<file path="src/rtl/gglt_pkg.sv">
// shared types and constants for the gps gate crossing lap timer
package gglt_pkg;

	localparam int COORD_W    = 24;
	localparam int TIME_W     = 32;
	localparam int MOVE_W     = 40;
	localparam int FRAC_W     = 32;
	localparam int DIFF_W     = COORD_W + 1;
	localparam int PROD_W     = 2 * DIFF_W;
	localparam int ACC_W      = PROD_W + 1;
	localparam int NUM_PROD   = 14;
	localparam int STEP_W     = $clog2(NUM_PROD);
	localparam int NUM_RES    = NUM_PROD / 2;
	localparam int RES_IDX_W  = STEP_W - 1;
	localparam int DIV_W      = $clog2(FRAC_W);
	localparam int CFG_DW     = 64;
	localparam int NUM_REGS   = 5;
	localparam int ADDR_LSB   = 3;
	localparam int REG_ADDR_W = $clog2(NUM_REGS * 8);
	localparam int REG_IDX_W  = REG_ADDR_W - ADDR_LSB;

	localparam logic [REG_IDX_W-1:0] REG_GATE_LEFT_LAT  = REG_IDX_W'(0);
	localparam logic [REG_IDX_W-1:0] REG_GATE_LEFT_LON  = REG_IDX_W'(1);
	localparam logic [REG_IDX_W-1:0] REG_GATE_RIGHT_LAT = REG_IDX_W'(2);
	localparam logic [REG_IDX_W-1:0] REG_GATE_RIGHT_LON = REG_IDX_W'(3);
	localparam logic [REG_IDX_W-1:0] REG_MIN_MOVE_SQ    = REG_IDX_W'(4);

	localparam logic [RES_IDX_W-1:0] RES_SQ  = RES_IDX_W'(0);
	localparam logic [RES_IDX_W-1:0] RES_O1  = RES_IDX_W'(1);
	localparam logic [RES_IDX_W-1:0] RES_O2  = RES_IDX_W'(2);
	localparam logic [RES_IDX_W-1:0] RES_O3  = RES_IDX_W'(3);
	localparam logic [RES_IDX_W-1:0] RES_O4  = RES_IDX_W'(4);
	localparam logic [RES_IDX_W-1:0] RES_DEN = RES_IDX_W'(5);
	localparam logic [RES_IDX_W-1:0] RES_NUM = RES_IDX_W'(6);

	typedef struct packed {
		logic [COORD_W-1:0] left_lat;
		logic [COORD_W-1:0] left_lon;
		logic [COORD_W-1:0] right_lat;
		logic [COORD_W-1:0] right_lon;
		logic [MOVE_W-1:0]  min_move_sq;
	} gglt_cfg_t;

	typedef struct packed {
		logic              load_in;
		logic              mul_en;
		logic [STEP_W-1:0] step;
		logic              div_init;
		logic              div_step;
		logic              tmul;
		logic              finish;
	} gglt_cmd_t;

	typedef struct packed {
		logic go_div;
		logic out_free;
	} gglt_sts_t;

endpackage

</file>
<file path="src/rtl/gglt_ctrl.sv">
// sequencing state machine for products, divide, time scaling and result write
module gglt_ctrl (
	input  logic                clk,
	input  logic                arst_n,
	input  logic                in_valid,
	output logic                in_ready,
	input  gglt_pkg::gglt_sts_t sts,
	output gglt_pkg::gglt_cmd_t cmd
);

	localparam logic [2:0] S_IDLE   = 3'd0;
	localparam logic [2:0] S_MUL    = 3'd1;
	localparam logic [2:0] S_DRAIN  = 3'd2;
	localparam logic [2:0] S_DECIDE = 3'd3;
	localparam logic [2:0] S_DIV    = 3'd4;
	localparam logic [2:0] S_TMUL   = 3'd5;
	localparam logic [2:0] S_FIN    = 3'd6;

	logic [2:0] state_q;
	logic [gglt_pkg::STEP_W-1:0] step_q;
	logic [gglt_pkg::DIV_W-1:0] div_cnt_q;

	assign in_ready = (state_q == S_IDLE);

	always_comb begin
		cmd          = '0;
		cmd.load_in  = in_valid & in_ready;
		cmd.mul_en   = (state_q == S_MUL);
		cmd.step     = step_q;
		cmd.div_init = (state_q == S_DECIDE);
		cmd.div_step = (state_q == S_DIV);
		cmd.tmul     = (state_q == S_TMUL);
		cmd.finish   = (state_q == S_FIN) & sts.out_free;
	end

	always_ff @(posedge clk or negedge arst_n) begin
		if (!arst_n) begin
			state_q   <= S_IDLE;
			step_q    <= '0;
			div_cnt_q <= '0;
		end else begin
			case (state_q)
				S_IDLE: begin
					if (in_valid) begin
						state_q <= S_MUL;
						step_q  <= '0;
					end
				end
				S_MUL: begin
					if (step_q == gglt_pkg::STEP_W'(gglt_pkg::NUM_PROD - 1)) begin
						state_q <= S_DRAIN;
					end else begin
						step_q <= step_q + 1'b1;
					end
				end
				S_DRAIN: begin
					state_q <= S_DECIDE;
				end
				S_DECIDE: begin
					div_cnt_q <= '0;
					state_q   <= sts.go_div ? S_DIV : S_FIN;
				end
				S_DIV: begin
					if (div_cnt_q == gglt_pkg::DIV_W'(gglt_pkg::FRAC_W - 1)) begin
						state_q <= S_TMUL;
					end else begin
						div_cnt_q <= div_cnt_q + 1'b1;
					end
				end
				S_TMUL: begin
					state_q <= S_FIN;
				end
				S_FIN: begin
					if (sts.out_free) begin
						state_q <= S_IDLE;
					end
				end
				default: begin
					state_q <= S_IDLE;
				end
			endcase
		end
	end

endmodule

</file>
<file path="config.mk">
export PLATFORM = sky130hd
export DESIGN_NAME = gglt_ctrl
export DESIGN_NICKNAME = d
export VERILOG_FILES = /design/src/rtl/gglt_pkg.sv /design/src/rtl/gglt_ctrl.sv
export SDC_FILE = /design/constraint.sdc
export NUM_CORES = 1
export LEC_CHECK = 0
export BUFFER_PORTS_ARGS = -buffer_cell sky130_fd_sc_hd__buf_2
export CAP_MARGIN = 30
export CORE_UTILIZATION = 46
export CTS_CLUSTER_DIAMETER = 120
export CTS_CLUSTER_SIZE = 28
export DETAILED_ROUTE_END_ITERATION = 8
export PLACE_DENSITY = 0.8
export SYNTH_ARGS = -nofsm -noshare
export SYNTH_HDL_FRONTEND = slang
export SYNTH_SLANG_ARGS = --single-unit
export TNS_END_PERCENT = 50
</file>
<file path="constraint.sdc">
create_clock -name clk -period 2.02 [get_ports clk]
set_input_delay 0.202 -clock clk [delete_from_list [all_inputs] [get_ports clk]]
set_output_delay 0.202 -clock clk [all_outputs]
set_load 0.01 [all_outputs]
</file>
Word level (Yosys, flattened, before mapping)
Cells that the tools add are included.

word-level totals
  input bits = 5
  register bits after elaboration = 12
  output and inout port bits = 11

operators by class
  mux-type cells = 11
  add/subtract/negate cells = 2
  reduce and logical (&&, ||, !) cells = 6
  equality and inequality tests = 14
  bitwise gates (word level) = 2

operators with widths
  operator             number
  $pmux 3 s7           1
  $mux 3               4
  $pmux 5 s2           1
  $eq 3x3->1 const B   3
  $mux 4               2
  $ne 2x2->1 const B   4
  $pmux 4 s2           1
  $eq 3x2->1 const B   2
  $add 5x1->5 const B  1
  $eq 5x5->1 const B   1
  $mux 5               1
  $add 4x1->4 const B  1
  $eq 4x4->1 const B   1
  $ne 2x1->1 const B   2
  $reduce_and 4->1     1
  $reduce_bool 2->1    2
  $eq 3x1->1 const B   1
  $logic_not 3->1      1
  $reduce_and 3->1     1
  $and 1x1->1          2
  $mux 2               1
  $reduce_and 2->1     1

Logic depth before layout (Yosys ltp)
  word-level depth = 3
  gate-level depth with buffers = 6
  mapped depth without buffers = 6

Worst setup path after synthesis
No wires, ideal clock.

  kind = register -> register
  start = reg div_cnt_q[0] (netlist name)
  end = reg div_cnt_q[3] (netlist name)
  arrival = 1.905 ns
  cell stages (with the launch flop) = 7
  library setup time = 0.077 ns
  period minus slack after synthesis = 1.982 ns
  setup slack = 0.038 ns
  cells stage by stage = dfrtp_1 -> ha_1 -> and3_1 -> ha_1 -> or4b_4 -> or3_1 -> a21oi_1

on the way
  cells in the longest elaborated chain, start to end = 3
  elaborated cells between the ends (all ways) = 6
  classes of those cells = add/sub (1); eq/ne (2); mux (2); reduce/logical (1)

RTL lines
  what                                                   RTL line                          text
  from (decl)                                            gglt_ctrl.sv:21                   logic [gglt_pkg::DIV_W-1:0] div_cnt_q;
  from (signal assigned)                                 gglt_ctrl.sv:67                   div_cnt_q <= div_cnt_q + 1'b1;
  $add 5x1->5 / $eq 5x5->1 (equally long branches)       gglt_ctrl.sv:67, gglt_ctrl.sv:64
  $mux 5 / $ne 2x2->1 (equally long branches)            n/a
  $pmux 5 s2 / $reduce_and 2->1 (equally long branches)  n/a

Parallel ways exist; a longest one is shown, timed or not. The select of a mux whose other input is x is not followed.
A chain may end at the register's enable or synchronous reset.

Worst setup path after layout
  start = reg div_cnt_q[1] (netlist name)
  end = reg div_cnt_q[3] (netlist name)

Same word-level chain as after synthesis.

==> results.toml <==
[grt]
grt_pass1_vias = 706
grt_usage_pct = 22.67
grt_max_degree = 16
grt_use_met2_pct = 37.50
grt-ovfl-total = 0
grt_use_met1_pct = 28.13
grt.busiest_layer = "met2"
antenna_found_initial = 0
grt_pass1_wl_um = 3056
use_met3_pct = 3.913

[synth]
synth-async-reset-ratio_pct = 100.0
synth_top_area_cell = "dfrtp_1"
synthTopCellsByCount = "12 x dfrtp_1, 8 x nor2_1, 8 x o21ai_0, 6 x nand2_1, 6 x nand3_1"
synth_most_common_cell = "dfrtp_1"
synthesis.area_um2 = 716.9
synth_warnings = 0
synthCells = 81
syn_nets = 90
syn_area_per_cell_um2 = 8.851
synth_edf_count = 0
synthDistinctLibCells = 30
synth-seq-area-share_pct = 41.88
ys_ff_latch = 12
synth_top_area_share_pct = 41.88
yosys-top-cells-area = "dfrtp_1 42%, ha_1 7.0%, o21ai_0 5.6%, nand3_1 4.2%, nor2_1 4.2%"
synth_ff_type = "dfrtp_1"

[sta]
slew_violations = 0
fin_tns_setup_ns = 0
maxSlewHeadroom_pct = 77.86
tightest_slew_ns = 0.3320
period_needed_ns = 1.961
period_share_pct = 97.09
final-hold-violation-count = 0
fmax_mhz = 509.9
fin_worst_skew_ns = 0.002112
finalSetupViolCount = 0
rsz0062_at_grt = "false"

[die]
die_h_um = 41.48
initial_core_util_pct = 51.86
core_area_um2 = 1383
die_w_um = 41.48
rows = 13
die_area_um2 = 1721
ios = 16

[final_layout]
num-fill-cells = 116
multi_input_area_um2 = 402.9
layout.cells.non_filler = 117
area_delta_synth_final_pct = 23.56
seqCellArea_um2 = 300.3
design_area_um2 = 885.9
fin_util_pct = 64.07
nets = 113
n_antenna_cell = 0
drive_gt1_share_pct = 29.41

[critical_path]
crit_required_ns = 2.22
cp_cell_sequence = "ha_2, and3_1, ha_2, or4b_4, or3_4, a21oi_2"
cp.arrival_ns = 2.16
crit_path_max_incr_delay_ns = 0.49
cp-start-kind = "flip-flop"
slowest_stage = "or4b_4"
crit_top_cell = "ha_2"
cp-end-kind = "flip-flop"
criticalPathCategory = "reg2reg"
crit_path_max_fanout = 3

[clocking]
root_buffer = "clkbuf_4"
clk_latency_ns = 0.27
clk_pin_slew_ns = 0.08
cts_buffers = 3
htreeDepth = 1
max-clock-path-buffers = 2
numClockSinks = 12
tritoncts = "yes"

[drt]
drt-pass1-iter-count = 4
drc_errors = 0
ant_nets = 0
viasPerCell = 6.051
routed_wl_um = 1698
drt-initial-drc-count = 32
vias = 708
wl_per_cell_um = 14.51

[outcome]
status = "complete, no violations"

[pwr]
p_total_mw = 1.134
p_per_area_nw_per_um2 = 1280
leakagePower_nw = 0.4473
vdd_drop_max_mv = 0.6634

[placement]
dp.cells = 112
place_congestion = 0.8473
hpwlAfterDp_um = 1179
placed_cell_area_um2 = 832.0
portBuffers = 15

[hold_path]
hp-class = "in2reg"

[flow_run]
drv_cap = 0
[cells by family after synthesis]
family          share of synthesized area (%)
simple gates                            29.67
compound gates                          16.23
flops                                   41.89
buf+inv                                 3.839
fa+ha+maj                               6.981
mux                                     1.396
[what timing repair did]
| action | in CTS | in global routing |
|---|---|---|
| endpoints found under the setup margin | 1 | 1 |
| gates resized for setup | 4 | 0 |
| setup buffers | 1 | 0 |
| hold buffers | 1 | 0 |
| pin swaps | 3 | 3 |
| endpoints found under the hold margin | 12 | 0 |
| gates cloned | 0 | 0 |
[where the power goes]
group	internal (mW)	switching, mW
sequential	0.315	0.107
combinational	0.250	0.313
clock	0.0690	0.0803
total	0.634	0.500
[layer usage]
| layer | vias up | wire length (um) |
|---|---|---|
| met1 | 336 | 762 |
| met5 | - | 0 |
| met2 | 25 | 810 |
| met4 | 0 | 27 |
| met3 | 4 | 97 |
| li1 | 343 | - |
[final timing paths]
check,start,endpoint,slack [ns],cells after the start
setup / recovery,div_cnt_q[1],div_cnt_q[3],0.06,6
hold / removal,sts[1],state_q[1],0.22,4
setup reg to reg,div_cnt_q[1],div_cnt_q[3],0.06,6
hold reg to reg,div_cnt_q[2],div_cnt_q[2],0.53,1
max in group asynchronous,arst_n,div_cnt_q[1],1.48,2
min in group asynchronous,arst_n,div_cnt_q[2],0.33,2
[placed cells by master (no fill, tap or decap), types with 3 or more instances in the layout]
cell,n
a21oi_1,4
and3_1,3
buf_2,15
buf_4,6
clkbuf_4,3
dfrtp_1,12
inv_1,3
nand2_1,6
nand3_1,6
nor2_1,8
o21ai_0,8
[sequential cells by signal (all words and copies together) (netlist names)]
name / cells
state_q: 3
div_cnt_q: 5
step_q: 4
[worst max-delay path, delay by kind of cell (launching register included)]
| family | cells | cell delay (ns) |
|---|---|---|
| and+or+nand+nor | 3 | 1.01 |
| DFF | 1 | 0.39 |
| adders and majority gates | 2 | 0.36 |
| AOI/OAI and AO/OA | 1 | 0.14 |
[final cells by class]
class / instances / area share (%)
multi-input combinational: 62 / 45.48
sequential: 12 / 33.90
timing repair buffer: 22 / 14.69
clock buffer: 3 / 2.542
tap: 15 / 2.119
inverter: 3 / 1.271
[metrics by stage]
step / setup WS (ns) / hold WS [ns]
after floorplan: 0.03800 / -0.09359
after global placement: 0.05319 / 0.09183
after detailed placement: -0.04081 / 0.09532
after CTS: 0.03103 / 0.2160
after global routing: 0.001924 / 0.2682
final: 0.05873 / 0.2222
No activity file was read; power rests on OpenSTA's default activity.
