File: src/rtl/gglt_pkg.sv
// shared types and constants for the gps gate crossing lap timer
package gglt_pkg;

	localparam int COORD_W    = 24;
	localparam int TIME_W     = 32;
	localparam int MOVE_W     = 40;
	localparam int FRAC_W     = 32;
	localparam int DIFF_W     = COORD_W + 1;
	localparam int PROD_W     = 2 * DIFF_W;
	localparam int ACC_W      = PROD_W + 1;
	localparam int NUM_PROD   = 14;
	localparam int STEP_W     = $clog2(NUM_PROD);
	localparam int NUM_RES    = NUM_PROD / 2;
	localparam int RES_IDX_W  = STEP_W - 1;
	localparam int DIV_W      = $clog2(FRAC_W);
	localparam int CFG_DW     = 64;
	localparam int NUM_REGS   = 5;
	localparam int ADDR_LSB   = 3;
	localparam int REG_ADDR_W = $clog2(NUM_REGS * 8);
	localparam int REG_IDX_W  = REG_ADDR_W - ADDR_LSB;

	localparam logic [REG_IDX_W-1:0] REG_GATE_LEFT_LAT  = REG_IDX_W'(0);
	localparam logic [REG_IDX_W-1:0] REG_GATE_LEFT_LON  = REG_IDX_W'(1);
	localparam logic [REG_IDX_W-1:0] REG_GATE_RIGHT_LAT = REG_IDX_W'(2);
	localparam logic [REG_IDX_W-1:0] REG_GATE_RIGHT_LON = REG_IDX_W'(3);
	localparam logic [REG_IDX_W-1:0] REG_MIN_MOVE_SQ    = REG_IDX_W'(4);

	localparam logic [RES_IDX_W-1:0] RES_SQ  = RES_IDX_W'(0);
	localparam logic [RES_IDX_W-1:0] RES_O1  = RES_IDX_W'(1);
	localparam logic [RES_IDX_W-1:0] RES_O2  = RES_IDX_W'(2);
	localparam logic [RES_IDX_W-1:0] RES_O3  = RES_IDX_W'(3);
	localparam logic [RES_IDX_W-1:0] RES_O4  = RES_IDX_W'(4);
	localparam logic [RES_IDX_W-1:0] RES_DEN = RES_IDX_W'(5);
	localparam logic [RES_IDX_W-1:0] RES_NUM = RES_IDX_W'(6);

	typedef struct packed {
		logic [COORD_W-1:0] left_lat;
		logic [COORD_W-1:0] left_lon;
		logic [COORD_W-1:0] right_lat;
		logic [COORD_W-1:0] right_lon;
		logic [MOVE_W-1:0]  min_move_sq;
	} gglt_cfg_t;

	typedef struct packed {
		logic              load_in;
		logic              mul_en;
		logic [STEP_W-1:0] step;
		logic              div_init;
		logic              div_step;
		logic              tmul;
		logic              finish;
	} gglt_cmd_t;

	typedef struct packed {
		logic go_div;
		logic out_free;
	} gglt_sts_t;

endpackage

File: src/rtl/gglt_regs.sv
// apb configuration registers for the gate endpoints and movement threshold
module gglt_regs (
	input  logic                                 clk,
	input  logic                                 arst_n,
	input  logic                                 psel,
	input  logic                                 penable,
	input  logic                                 pwrite,
	input  logic [gglt_pkg::REG_ADDR_W-1:0]      paddr,
	input  logic [gglt_pkg::CFG_DW-1:0]          pwdata,
	output logic [gglt_pkg::CFG_DW-1:0]          prdata,
	output logic                                 pready,
	output gglt_pkg::gglt_cfg_t                  cfg
);

	gglt_pkg::gglt_cfg_t cfg_q;
	logic [gglt_pkg::REG_IDX_W-1:0] idx;
	logic wr;

	assign idx    = paddr[gglt_pkg::REG_ADDR_W-1:gglt_pkg::ADDR_LSB];
	assign wr     = psel & penable & pwrite;
	assign pready = 1'b1;
	assign cfg    = cfg_q;

	always_ff @(posedge clk or negedge arst_n) begin
		if (!arst_n) begin
			cfg_q <= '0;
		end else if (wr) begin
			case (idx)
				gglt_pkg::REG_GATE_LEFT_LAT: begin
					cfg_q.left_lat <= pwdata[gglt_pkg::COORD_W-1:0];
				end
				gglt_pkg::REG_GATE_LEFT_LON: begin
					cfg_q.left_lon <= pwdata[gglt_pkg::COORD_W-1:0];
				end
				gglt_pkg::REG_GATE_RIGHT_LAT: begin
					cfg_q.right_lat <= pwdata[gglt_pkg::COORD_W-1:0];
				end
				gglt_pkg::REG_GATE_RIGHT_LON: begin
					cfg_q.right_lon <= pwdata[gglt_pkg::COORD_W-1:0];
				end
				gglt_pkg::REG_MIN_MOVE_SQ: begin
					cfg_q.min_move_sq <= pwdata[gglt_pkg::MOVE_W-1:0];
				end
				default: begin
				end
			endcase
		end
	end

	always_comb begin
		prdata = '0;
		case (idx)
			gglt_pkg::REG_GATE_LEFT_LAT:  prdata = gglt_pkg::CFG_DW'(cfg_q.left_lat);
			gglt_pkg::REG_GATE_LEFT_LON:  prdata = gglt_pkg::CFG_DW'(cfg_q.left_lon);
			gglt_pkg::REG_GATE_RIGHT_LAT: prdata = gglt_pkg::CFG_DW'(cfg_q.right_lat);
			gglt_pkg::REG_GATE_RIGHT_LON: prdata = gglt_pkg::CFG_DW'(cfg_q.right_lon);
			gglt_pkg::REG_MIN_MOVE_SQ:    prdata = gglt_pkg::CFG_DW'(cfg_q.min_move_sq);
			default:                      prdata = '0;
		endcase
	end

endmodule

File: config.mk
export PLATFORM = sky130hd
export DESIGN_NAME = gglt_regs
export DESIGN_NICKNAME = d
export VERILOG_FILES = /design/src/rtl/gglt_pkg.sv /design/src/rtl/gglt_regs.sv
export SDC_FILE = /design/constraint.sdc
export NUM_CORES = 1
export LEC_CHECK = 0
export ABC_AREA = 0
export BUFFER_PORTS_ARGS = -buffer_cell sky130_fd_sc_hd__buf_4
export CAP_MARGIN = 20
export CORE_MARGIN = 2
export CORE_UTILIZATION = 28
export DETAILED_ROUTE_END_ITERATION = 8
export MAX_ROUTING_LAYER = met4
export PLACE_DENSITY = 0.5
export SYNTH_ARGS = -nofsm -noshare
export SYNTH_HDL_FRONTEND = slang
export SYNTH_SLANG_ARGS = --single-unit
File: constraint.sdc
create_clock -name clk -period 3 [get_ports clk]
set_input_delay 0.15 -clock clk [delete_from_list [all_inputs] [get_ports clk]]
set_output_delay 0.15 -clock clk [all_outputs]
set_load 0.005 [all_outputs]
[Word-level counts from Yosys, hierarchy flattened]
Index checks and enable logic that the tools add are counted.
Word-level totals
  register bits after elaboration: 136
  input bits: 75
  logic and storage cells: 18
Operators by class
  equal/unequal tests: 4
  muxes and demuxes: 1
  bitwise logic cells: 2
  reductions and logical operators: 6
Operator list (number)
  one-hot mux 40 bit (5 select lines): 1
  AND reduction 2 bit: 5
  == test 3 x 2 -> 1 bit (second input constant): 2
  == test 3 x 1 -> 1 bit (second input constant): 1
  == test 3 bit (second input constant): 1
  zero test 3 bit: 1
  bitwise AND 1 bit: 2

[Depth between registers and ports, before layout]
  depth after elaboration: 3
  depth in mapped cells: 6
  mapped depth without buffers: 3

[Least setup slack after synthesis]
No wires, ideal clock.
  kind: in2reg
  start point: input port paddr[5] (netlist name)
  end point: register cfg_q, in the netlist cfg[67]
  library setup time: 125 ps
  arrival: 1227 ps
  data required time: 2875 ps
  path slack: 1648 ps
  stages on the path: 4
  buffers on the path: 1
  path through: nand4b_4 nor3b_2 buf_4 mux2_2
Between the ends
  longest elaborated chain between the ends: 2
Ends and longest elaborated chain
  from (decl): line gglt_regs.sv:8  | input logic [gglt_pkg::REG_ADDR_W-1:0] paddr,
  == test 3 x 2 -> 1 bit: line gglt_regs.sv:28  | case (idx)
  AND reduction 2 bit (no line)
  to (decl): line gglt_regs.sv:15  | gglt_pkg::gglt_cfg_t cfg_q;
No other way between the ends.
A chain may end at the register's enable or synchronous reset.

[Worst setup path after layout]
  start point: input port paddr[4] (netlist name)
  end point: output port prdata[5] (netlist name)
Between the ends
  longest elaborated chain between the ends: 2
  elaborated cells between the ends (all ways): 6
  those cells by class: eq/ne (4); mux (1); reduce/logical (1)
Ends and longest elaborated chain
  == test 3 bit (tied with other cells): line gglt_regs.sv:52  | case (idx)
  one-hot mux 40 bit (5 select lines) *: line gglt_regs.sv:52
  to (decl): line gglt_regs.sv:10  | output logic [gglt_pkg::CFG_DW-1:0] prdata,
Every way passes the cells marked *; elsewhere a longest branch is shown, timed or not.

==> flow_metrics.py <==
metrics = {
    "run_status": {
        "outcome": "complete, no violations",
    },
    "min_path": {
        "hold_class": "primary input to async pin",
    },
    "layout": {
        "count_of_inserted_antenna_diode_cells": 0,
        "final_design_area_no_fill_um2": 9330,
        "largest_reg_flops": 136,
        "fin_nets": 797,
        "final_layout_size_suffix_gt1_share_pct": 59.8,
        "post_layout_nonfiller_instances": 1019,
        "area_growth_from_synthesis_to_layout_pct": 44.9,
    },
    "worst_setup_path": {
        "critical_path_required_ps": 2850,
        "worst_path_largest_cell_delay_ps": 610,
        "critical_path.startpoint_type": "primary input",
        "critPathMaxFanout": 31,
        "end_kind": "output pin",
        "worstSetupPathType": "primary input to output pin",
        "cp_data_arrival_time_ps": 1850,
        "cpMaxStageDelayCell": "and2b_1",
        "path_buf_inv": 3,
        "critical-path-top-cell-by-count": "buf_4",
        "crit_path_cell_trace": "buf_4 > and2b_1 > buf_12 > a32oi_1 > o21ai_0 > buf_4",
        "crit_family": "buffers and inverters",
    },
    "synthesis": {
        "synth.ff_latch_count": 136,
        "syn-cell-area_um2": 6440,
        "postSynthAreaPerCell_um2": 14.1,
        "post_synth_num_cell_types": 26,
        "synthCells": 458,
        "synth_sequential_area_ratio_pct": 52.9,
        "ys_warn_count": 0,
    },
    "clock_tree": {
        "post-cts-setup-buffer-count": 0,
        "max-clock-path-buffers": 2,
        "cts_buffers": 17,
        "cts-hold-fix-buffers": 41,
        "clock_tree.root_cell": "clkbuf_16",
        "tritoncts": "built",
        "clock_sink_count": 136,
        "post_cts.resized_instances": 0,
        "latest_clock_arrival_within_the_worst_skew_pair_ps": 410,
        "clk_pin_slew_ps": 60,
        "cts_htree_levels": 4,
    },
    "grt": {
        "grt.total_usage_pct": 17.3,
        "global_route.peak_usage_layer": "met2",
        "grt_overflow": 0,
        "grt_max_degree": 120,
        "via_count_of_the_first_global_routing_pass": 5158,
        "globalRouteMet2Util_pct": 28.2,
        "global_route_wire_length_before_repair_um": 30800,
        "grt_antenna_before_repair": 0,
        "use_met3_pct": 3.56,
        "grt_util_met1_pct": 21.0,
    },
    "timing": {
        "grt_setup_unrepaired": "false",
        "maxClockFrequency_mhz": 500,
        "finalSetupTns_ps": 0,
        "maxSlewViolCount": 0,
        "final_min_period_over_clock_period_pct": 66.7,
        "worst_clock_skew_ps": 0,
        "setup_viol": 0,
        "hold_violations": 0,
        "maxSlewHeadroom_pct": 41.3,
        "worst_pin_slew_ps": 878,
        "layout_min_cycle_time_ps": 2000,
    },
    "die": {
        "chipWidth_um": 156,
        "core.rowCount": 55,
        "dieHeight_um": 156,
        "pin_count": 276,
        "initial_utilization_pct": 28.4,
        "die-area_um2": 24200,
        "core_area_um2": 22600,
    },
    "drt": {
        "drt_iter0_drc": 212,
        "drt_wl_total_um": 20300,
        "firstDrtPassIters": 4,
        "routedWlPerCell_um": 20.0,
        "drcViolationCount": 0,
        "detail_route.vias_per_cell": 4.81,
        "ant_nets": 0,
        "routed-via-count": 4900,
    },
    "place": {
        "io_buffers": 223,
        "dpl-instance-area_um2": 8340,
        "detailed_place_hpwl_um": 13800,
        "finalWeightedCongestion": 0.740,
        "placed_cells": 946,
    },
    "power_and_ir_drop": {
        "irDropWorstVdd_uv": 346,
        "power_leakage_nw": 4.51,
        "power_density_nw_per_um2": 636,
    },
    "flow_run": {
        "maxCapViolations": 0,
    },
}
per-layer routing:
| metal | vias to the layer above | wire length, um |
|---|---|---|
| met5 | - | 0 |
| met2 | 196 | 10300 |
| li1 | 2168 | - |
| met3 | 38 | 1120 |
| met4 | 0 | 583 |
| met1 | 2498 | 8370 |
stage by stage:
step	hold WS [ps]	power [W]	utilization [%]	setup slack, ps
floorplan	-146	0.00305	-	1650
global placement	384	0.00395	36.9	837
detailed placement	386	0.00399	36.9	802
CTS	392	0.00603	41.1	975
global route	330	0.00629	41.2	914
finish	289	0.00594	41.2	999
cells in the final DEF (no fill, tap or decap):
cell           instances
and2b_1                2
buf_12                 4
bufinv_16              1
clkbuf_16             17
mux2_4                20
clkinvlp_4             3
nand4b_4               1
inv_6                  3
nor3b_4                2
nand2_1                1
clkinv_4               3
clkinv_2               4
and2_1                16
dfrtp_1              136
o21ai_0               24
nor2b_4                1
mux2_2               138
a22oi_1               24
mux2_1                 2
nor3_4                 1
buf_16                 1
inv_2                  1
dlygate4sd3_1         41
a32oi_1               24
conb_1                25
or3_2                  1
buf_4                234
and4_2                 1
buf_6                  1
nor2_4                 2
synthesized netlist by cell type:
| cell | n | area share, % |
|---|---|---|
| a22oi_1 | 24 | 2.8 |
| a32oi_1 | 24 | 3.3 |
| and2_1 | 16 | 1.6 |
| and2b_1 | 2 | 0.23 |
| and4_1 | 1 | 0.14 |
| buf_12 | 2 | 0.62 |
| buf_2 | 11 | 0.85 |
| buf_4 | 31 | 3.6 |
| buf_6 | 5 | 0.87 |
| clkbuf_1 | 10 | 0.58 |
| conb_1 | 2 | 0.12 |
| dfrtp_1 | 136 | 53 |
| inv_2 | 1 | 0.058 |
| mux2_1 | 2 | 0.35 |
| mux2_2 | 138 | 24 |
| mux2_4 | 20 | 4.7 |
| nand2_1 | 1 | 0.058 |
| nand4b_4 | 1 | 0.37 |
| nor2_1 | 1 | 0.058 |
| nor2_2 | 1 | 0.097 |
| nor2b_1 | 1 | 0.097 |
| nor3_2 | 1 | 0.16 |
| nor3b_2 | 1 | 0.19 |
| nor3b_4 | 1 | 0.29 |
| o21ai_0 | 24 | 1.9 |
| or3_1 | 1 | 0.097 |
final timing paths:
| kind | startpoint | endpoint | slack, ps | cells after the start |
|---|---|---|---|---|
| setup / recovery | paddr[4] | prdata[5] | 1000 | 6 |
| hold / removal | arst_n | cfg[20] | 290 | 2 |
| setup reg to reg | cfg[5] | cfg[5] | 2180 | 1 |
| hold reg to reg | cfg[6] | cfg[6] | 530 | 1 |
| max in group asynchronous | arst_n | cfg[114] | 1780 | 4 |
| min in group clk | penable | cfg[41] | 400 | 4 |
cell families (layout without fill, tap and decap cells):
family	after synthesis	in the layout	share of synthesized area, %
muxes	160	160	29.1
DFF	136	136	52.9
other	2	25	0.117
and+or+nand+nor	28	28	3.34
buffers and inverters	60	313	6.61
AOI/OAI and AO/OA	72	72	7.93
final cells by class:
cell class / count / area [um2]
well taps: 285 / 357
fillers: 2115 / 13300
flip-flops and latches: 136 / 3400
clock inverters: 14 / 125
inverters: 1 / 3.75
multi-input cells: 285 / 2730
repair buffers: 281 / 2290
clock buffers: 17 / 425
power breakdown:
part / internal [W] / switching [W] / leakage [nW]
Combinational: 0.000958 / 0.000527 / 2.50
Clock: 0.00114 / 0.000809 / 0.266
Sequential: 0.00220 / 0.000309 / 1.74
Total: 0.00429 / 0.00165 / 4.51
Note: power is estimated with default switching activity, not from simulation.
